[src/rtl/core/c3gf_pkg.sv]
`timescale 1ns / 1ps
// ----------------------------------------------------------------------------
// c3gf_pkg: shared types and constants of the 3x3 grayscale filter
// Sizes, configuration register codes, reset values and the stage record
// passed from the window stage to the filter datapath.
// ----------------------------------------------------------------------------
package c3gf_pkg;

    // Frame geometry
    localparam int MAX_WIDTH    = 1024;
    localparam int MAX_HEIGHT   = 4096;
    localparam int MIN_SIZE     = 3;
    localparam int KSIZE        = 3;

    // Field widths
    localparam int PIX_W        = 8;
    localparam int PIX_MAX      = 255;
    localparam int COL_W        = $clog2(MAX_WIDTH);
    localparam int ROW_W        = $clog2(MAX_HEIGHT) + 1;  // holds H+1 while draining
    localparam int OUT_ROW_W    = 12;
    localparam int OUT_COL_W    = 10;
    localparam int WIDTH_REG_W  = 11;
    localparam int HEIGHT_REG_W = 13;

    // Kernel coefficients, signed fixed point
    localparam int COEF_W          = 16;
    localparam int KROW_W          = KSIZE * COEF_W;
    localparam int COEFF_FRAC_BITS = 11;
    localparam int PROD_W          = PIX_W + 1 + COEF_W;
    localparam int ACC_W           = PROD_W + 4;

    // Line store word: both buffered rows at one column
    localparam int LINE_W       = 2 * PIX_W;

    // Configuration port
    localparam int CFG_INDEX_W  = 3;
    localparam int CFG_DATA_W   = KROW_W;

    localparam logic [CFG_INDEX_W-1:0] CFG_IMAGE_WIDTH   = 3'd0;
    localparam logic [CFG_INDEX_W-1:0] CFG_IMAGE_HEIGHT  = 3'd1;
    localparam logic [CFG_INDEX_W-1:0] CFG_KERNEL_TOP    = 3'd2;
    localparam logic [CFG_INDEX_W-1:0] CFG_KERNEL_MIDDLE = 3'd3;
    localparam logic [CFG_INDEX_W-1:0] CFG_KERNEL_BOTTOM = 3'd4;

    localparam logic [WIDTH_REG_W-1:0]  WIDTH_RESET   = 11'd512;
    localparam logic [HEIGHT_REG_W-1:0] HEIGHT_RESET  = 13'd512;
    localparam logic [KROW_W-1:0]       KROW_ZERO     = 48'h0000_0000_0000;
    localparam logic [KROW_W-1:0]       KROW_MID_RESET = 48'h0000_0800_0000;

    // Input commands
    localparam logic CMD_PIXEL = 1'b0;
    localparam logic CMD_FLUSH = 1'b1;

    // 3x3 neighborhood, [row][col], row 0 on top, col 0 on the left
    typedef logic [KSIZE-1:0][KSIZE-1:0][PIX_W-1:0] window_t;

    // Three packed kernel rows, left coefficient in the low bits
    typedef logic [KSIZE-1:0][KROW_W-1:0] kernel_t;

    // Per-result record carried down the filter pipeline
    typedef struct packed {
        logic                 use_filt;
        logic [PIX_W-1:0]     copy_px;
        logic [OUT_ROW_W-1:0] row;
        logic [OUT_COL_W-1:0] col;
        logic                 last;
    } meta_t;

endpackage

[src/rtl/core/c3gf_filter.sv]
`timescale 1ns / 1ps
// ----------------------------------------------------------------------------
// c3gf_filter: multiply, accumulate, round and clamp
// Three stages: nine products, their sum, then rounding into the output
// register. Border pixels ride along and take their copied value.
// ----------------------------------------------------------------------------
module c3gf_filter
(
    input  logic                          clk,
    input  logic                          rst_n,
    input  logic                          in_valid,
    output logic                          in_ready,
    input  c3gf_pkg::window_t             win,
    input  c3gf_pkg::kernel_t             kernel,
    input  c3gf_pkg::meta_t               meta_in,
    output logic                          out_valid,
    input  logic                          out_stall,
    output logic [c3gf_pkg::PIX_W-1:0]    pixel_out,
    output logic [c3gf_pkg::OUT_ROW_W-1:0] out_row,
    output logic [c3gf_pkg::OUT_COL_W-1:0] out_col,
    output logic                          frame_last
);
    import c3gf_pkg::*;

    localparam logic [ACC_W-1:0] HALF    = ACC_W'(1) << (COEFF_FRAC_BITS - 1);
    localparam logic [ACC_W-1:0] SAT_MAX = ACC_W'(PIX_MAX);

    logic [KSIZE-1:0][KSIZE-1:0][PROD_W-1:0] prod_reg;
    logic [KSIZE-1:0][KSIZE-1:0][PROD_W-1:0] prod_next;
    logic [ACC_W-1:0] acc_reg;
    logic [ACC_W-1:0] acc_next;
    logic [ACC_W-1:0] rnd_sum;
    logic [ACC_W-1:0] rnd_val;
    logic [PIX_W-1:0] filt_px;
    meta_t            meta2_reg;
    meta_t            meta3_reg;
    logic             v2_reg;
    logic             v3_reg;
    logic             out_valid_reg;
    logic             adv2;
    logic             adv3;
    logic             adv4;
    logic [PIX_W-1:0] pixel_out_reg;
    logic [OUT_ROW_W-1:0] out_row_reg;
    logic [OUT_COL_W-1:0] out_col_reg;
    logic             frame_last_reg;

    // Advance each stage when it is empty or its successor moves
    assign adv4     = !out_valid_reg || !out_stall;
    assign adv3     = !v3_reg || adv4;
    assign adv2     = !v2_reg || adv3;
    assign in_ready = adv2;

    // Nine products of pixel and signed coefficient
    always_comb
    begin
        for (int i = 0; i < KSIZE; i++)
        begin
            for (int j = 0; j < KSIZE; j++)
            begin
                prod_next[i][j] = PROD_W'($signed({1'b0, win[i][j]})
                                * $signed(kernel[i][COEF_W*j +: COEF_W]));
            end
        end
    end

    // Sum the products
    always_comb
    begin
        acc_next = '0;
        for (int i = 0; i < KSIZE; i++)
        begin
            for (int j = 0; j < KSIZE; j++)
            begin
                acc_next = acc_next + ACC_W'($signed(prod_reg[i][j]));
            end
        end
    end

    // Round half up on a non-negative sum, clamp to the pixel range
    always_comb
    begin
        rnd_sum = acc_reg + HALF;
        rnd_val = rnd_sum >> COEFF_FRAC_BITS;
        if (acc_reg[ACC_W-1])
        begin
            filt_px = '0;
        end
        else if (rnd_val > SAT_MAX)
        begin
            filt_px = PIX_W'(PIX_MAX);
        end
        else
        begin
            filt_px = rnd_val[PIX_W-1:0];
        end
    end

    // Stage valid flags
    always_ff @(posedge clk or negedge rst_n)
    begin
        if (!rst_n)
        begin
            v2_reg        <= 1'b0;
            v3_reg        <= 1'b0;
            out_valid_reg <= 1'b0;
        end
        else
        begin
            if (adv2)
            begin
                v2_reg <= in_valid;
            end
            if (adv3)
            begin
                v3_reg <= v2_reg;
            end
            if (adv4)
            begin
                out_valid_reg <= v3_reg;
            end
        end
    end

    // Stage payloads
    always_ff @(posedge clk)
    begin
        if (adv2)
        begin
            prod_reg  <= prod_next;
            meta2_reg <= meta_in;
        end
        if (adv3)
        begin
            acc_reg   <= acc_next;
            meta3_reg <= meta2_reg;
        end
        if (adv4)
        begin
            pixel_out_reg  <= meta3_reg.use_filt ? filt_px : meta3_reg.copy_px;
            out_row_reg    <= meta3_reg.row;
            out_col_reg    <= meta3_reg.col;
            frame_last_reg <= meta3_reg.last;
        end
    end

    assign out_valid  = out_valid_reg;
    assign pixel_out  = pixel_out_reg;
    assign out_row    = out_row_reg;
    assign out_col    = out_col_reg;
    assign frame_last = frame_last_reg;

endmodule

[config.mk]
export PLATFORM = sky130hd
export DESIGN_NAME = c3gf_filter
export DESIGN_NICKNAME = d
export VERILOG_FILES = /design/src/rtl/core/c3gf_pkg.sv /design/src/rtl/core/c3gf_filter.sv
export SDC_FILE = /design/constraint.sdc
export NUM_CORES = 2
export LEC_CHECK = 0
export ABC_AREA = 1
export BUFFER_PORTS_ARGS = -buffer_cell sky130_fd_sc_hd__clkbuf_2
export CORE_MARGIN = 3
export CORE_UTILIZATION = 66
export DETAILED_ROUTE_END_ITERATION = 10
export PLACE_DENSITY = 0.85
export SLEW_MARGIN = 20
export SYNTH_ARGS = -nofsm -noshare
export SYNTH_HDL_FRONTEND = slang
export SYNTH_SLANG_ARGS = --single-unit
[constraint.sdc]
create_clock -name clk -period 14.8 [get_ports clk]
set_clock_uncertainty 0.2 [all_clocks]
set_input_delay 2.22 -clock clk [delete_from_list [all_inputs] [get_ports clk]]
set_output_delay 2.22 -clock clk [all_outputs]
set_load 0.01 [all_outputs]
==> reports/summary.txt <==
FLOORPLANNING
----------------------------------------------------------------------------------
Area enclosed by the die boundary                                      96200 sq um
Starting utilization of the core area                                        67.2%
Ports                                                                          285
Total core area                                                        90800 sq um
Die outline width                                                      310 microns
Die H                                                                  310 microns
Number of placement rows                                                       110

CLOCK NETWORK
----------------------------------------------------------------------------------
CTS Buffer Depth                                                                 3
Clock sinks                                                                    342
TritonCTS clock tree                                                           yes
CTS clk-pin slew, worst paths                                              0.07 ns
Post-cts hold buffer count                                                       0
Post-CTS Resized                                                                 0
Clock insertion delay at the later pin of the skew report                  0.57 ns
Total number of H-tree levels                                                    2
Clock buffers created by TritonCTS                                              36
Root buffer selected by CTS                                           sky130_fd_sc_hd__clkbuf_16
Number of buffers inserted to repair setup after CTS                             0

TIMING
----------------------------------------------------------------------------------
Max-slew violation total from the final report                                   0
Final TNS setup                                                               0 ns
Slew HR                                                                      29.6%
Maximum clock frequency                                                  0.155 GHz
Fin Hold WS                                                               0.216 ns
Setup repair after global routing missed its margin                             no
Transition time of the tightest slew-check pin                             1.05 ns
Hold Fails Final Rpt                                                             0
Number of setup violations in the final report                                   0
Period utilization                                                           43.7%
Minimum clock period after layout                                          6.47 ns

GLOBAL ROUTE
----------------------------------------------------------------------------------
Largest net degree at the start of global routing                               87
Total Routing Usage GR                                                       31.0%
Wire length of the first global-routing pass                          238000 microns
Met3 capacity usage during global routing                                    3.76%
Overflow left after global routing                                               0
Via count of the first global-routing pass                                   48552
Number of antenna violations at the first check in global routing                2
Met1 capacity usage during global routing                                    38.6%
Busiest metal layer after global routing                                      met2
Global Route met2 Usage                                                      55.9%

CRITICAL PATH
----------------------------------------------------------------------------------
Required time at the endpoint of the critical path                        14.91 ns
Arrival time reported for the critical path endpoint                       6.58 ns
Critical path class                                                   input port to register
Critical path endpoint category                                           register
Startpoint type of the worst setup path                                 input port
Worst Reg2Reg Path Length in Cells                                              18
Top fanout value on the critical path                                           16

SYNTHESIS
----------------------------------------------------------------------------------
Post-synth EDFFs                                                               339
Synth cell types                                                                36
Sequential share of the synthesized area                                     16.8%
Most used DFF post-synth                                              sky130_fd_sc_hd__edfxtp_1
Average footprint of a synthesized cell                                 8.31 sq um
Post-synthesis register bit count                                              342
Synthesized Nets                                                              9170
Number of synthesis warnings                                                     0
Fraction of registers with async set or reset after synthesis               0.877%
Post-synthesis cell area                                               61000 sq um
Synth Instances                                                               7346

MIN PATH
----------------------------------------------------------------------------------
Hold Path Cell Cnt                                                               0
HP Class                                                              register to register

PLACE
----------------------------------------------------------------------------------
Final HPWL DP                                                         123000 microns
Buffers added on ports                                                         284
Final weighted congestion in routability-driven placement                    0.989

ROUTE
----------------------------------------------------------------------------------
Violation count after the first detailed-route iteration                      3629
Total length of routed wires                                          143000 microns
1st-pass router iterations                                                       6
Average wire per cell in the routed design                            16.7 microns
DR vias/cell                                                                  5.33
Vias                                                                         45753
Remaining design rule violation count                                            0
Number of antenna-violating nets in the routed design                            0

LAYOUT
----------------------------------------------------------------------------------
Fraction of final layout cells sized beyond drive strength 1                 5.03%
Multi-input logic area                                                 40700 sq um
Footprint of the flip-flops and latches                                10300 sq um
Flip-flop count of the largest register, all copies and words added            225
Most common cell after layout, fill and taps aside                    sky130_fd_sc_hd__inv_1
Commonest non-fill, non-tap cells in the layout                       sky130_fd_sc_hd__inv_1 (2374), sky130_fd_sc_hd__nand2_1 (1637), sky130_fd_sc_hd__fa_1 (1095)
Number of filler instances in the final layout                                6929
Number of nets at the end of the flow                                         9209
Layout area overhead                                                         4.98%

RUN STATUS
----------------------------------------------------------------------------------
Status                                                                   completed

RUN
----------------------------------------------------------------------------------
# Max-Cap Violations                                                             0

## path summary, 6_finish.rpt
kind | from | endpoint | slack (ns)
min | meta3_reg[4]$_DFFE_PP_ | out_col[3]$_DFFE_PP_ | 0.22
max | win[0] | prod_reg[24]$_DFFE_PP_ | 8.33
max in group asynchronous | rst_n | v2_reg$_DFFE_PN0P_ | 13.04
max reg2reg | prod_reg[161]$_DFFE_PP_ | acc_reg[24]$_DFFE_PP_ | 10.07
min in group asynchronous | rst_n | v3_reg$_DFFE_PN0P_ | 1.25
min reg2reg | meta3_reg[4]$_DFFE_PP_ | out_col[3]$_DFFE_PP_ | 0.22
## cell type report
type,instances,area share (%)
inverter,2376,13.9
sequential,342,16.0
multi-input combinational,4340,63.6
antenna,2,0.00781
clock inverter,21,0.387
timing repair buffer,289,2.31
clock buffer,44,1.48
tap,1176,2.30
## through the flow
step / worst slack, ns / cells / instance area [sq um] / util, %
5_1_grt: 8.00 / 8588 / 64100 / 70.5
3_3_place_gp: 7.85 / 8522 / 62800 / 69.2
6_report: 8.33 / 8590 / 64100 / 70.5
4_1_cts: 8.37 / 8587 / 64000 / 70.5
3_5_place_dp: 7.78 / 8522 / 62800 / 69.2
2_1_floorplan: 3.82 / 7346 / 61000 / -
## critical path: stages
cell and delay, ns:
sky130_fd_sc_hd__clkbuf_2 0.31, sky130_fd_sc_hd__nand2_1 0.21, sky130_fd_sc_hd__fa_1 0.64, sky130_fd_sc_hd__inv_1 0.15, sky130_fd_sc_hd__fa_1 0.49, sky130_fd_sc_hd__fa_1 0.56, sky130_fd_sc_hd__inv_1 0.05, sky130_fd_sc_hd__fa_1 0.48
sky130_fd_sc_hd__inv_1 0.05, sky130_fd_sc_hd__ha_1 0.34, sky130_fd_sc_hd__nand2_1 0.12, sky130_fd_sc_hd__nor2_1 0.19, sky130_fd_sc_hd__inv_1 0.08, sky130_fd_sc_hd__nor4_1 0.36, sky130_fd_sc_hd__nand4_1 0.14, sky130_fd_sc_hd__nand3_1 0.13
sky130_fd_sc_hd__xor2_1 0.07
## cells in the mapped netlist, types with 2 or more instances
| library cell | number | area, sq um |
|---|---|---|
| sky130_fd_sc_hd__nand3_1 | 128 | 641 |
| sky130_fd_sc_hd__o21ai_2 | 7 | 61.3 |
| sky130_fd_sc_hd__nand2_1 | 1638 | 6150 |
| sky130_fd_sc_hd__nand4_1 | 43 | 269 |
| sky130_fd_sc_hd__dfrtp_1 | 3 | 75.1 |
| sky130_fd_sc_hd__nor3_1 | 30 | 150 |
| sky130_fd_sc_hd__clkbuf_2 | 34 | 170 |
| sky130_fd_sc_hd__nor4_1 | 27 | 169 |
| sky130_fd_sc_hd__a21boi_0 | 4 | 30.0 |
| sky130_fd_sc_hd__a31oi_1 | 19 | 119 |
| sky130_fd_sc_hd__nor3_2 | 2 | 20.0 |
| sky130_fd_sc_hd__o21a_1 | 2 | 15.0 |
| sky130_fd_sc_hd__nor2_1 | 181 | 679 |
| sky130_fd_sc_hd__edfxtp_1 | 339 | 10200 |
| sky130_fd_sc_hd__nor2_4 | 5 | 56.3 |
| sky130_fd_sc_hd__a211oi_1 | 7 | 52.6 |
| sky130_fd_sc_hd__clkbuf_1 | 254 | 953 |
| sky130_fd_sc_hd__o21ai_0 | 122 | 611 |
| sky130_fd_sc_hd__nor2_2 | 3 | 18.8 |
| sky130_fd_sc_hd__a21o_1 | 16 | 120 |
| sky130_fd_sc_hd__nand2_2 | 5 | 31.3 |
| sky130_fd_sc_hd__o21ai_1 | 11 | 55.1 |
| sky130_fd_sc_hd__ha_1 | 477 | 5970 |
| sky130_fd_sc_hd__or2_2 | 2 | 12.5 |
| sky130_fd_sc_hd__xor2_1 | 143 | 1250 |
| sky130_fd_sc_hd__nand3b_1 | 6 | 45.0 |
| sky130_fd_sc_hd__o211ai_1 | 9 | 67.6 |
| sky130_fd_sc_hd__inv_1 | 2375 | 8910 |
| sky130_fd_sc_hd__o21bai_1 | 21 | 158 |
| sky130_fd_sc_hd__a21oi_1 | 235 | 1180 |
| sky130_fd_sc_hd__xnor2_1 | 95 | 832 |
| sky130_fd_sc_hd__fa_1 | 1095 | 21900 |
| sky130_fd_sc_hd__a21boi_1 | 3 | 22.5 |
| sky130_fd_sc_hd__and2_1 | 3 | 18.8 |
## cell families (layout without fill, tap and decap cells)
family,count (synthesis),after routing,share of synthesized area (%)
AOI/OAI and AO/OA,456,456,4.08
xor gates and xnor gates,238,238,3.42
adders and majority gates,1572,1572,45.7
buffers and inverters,2664,2730,16.5
DFF,342,342,16.8
other,0,2,0
and+or+nand+nor,2074,2074,13.6
## per-layer routing
layer | share of wire (%) | wire length [microns]
met1 | 38 | 54500
met2 | 52 | 74100
met3 | 6.4 | 9250
met4 | 3.9 | 5640
met5 | 0.0091 | 13
Power is not shown: default switching activity piles up to over one toggle a cycle in this logic, so the estimate is an artifact.
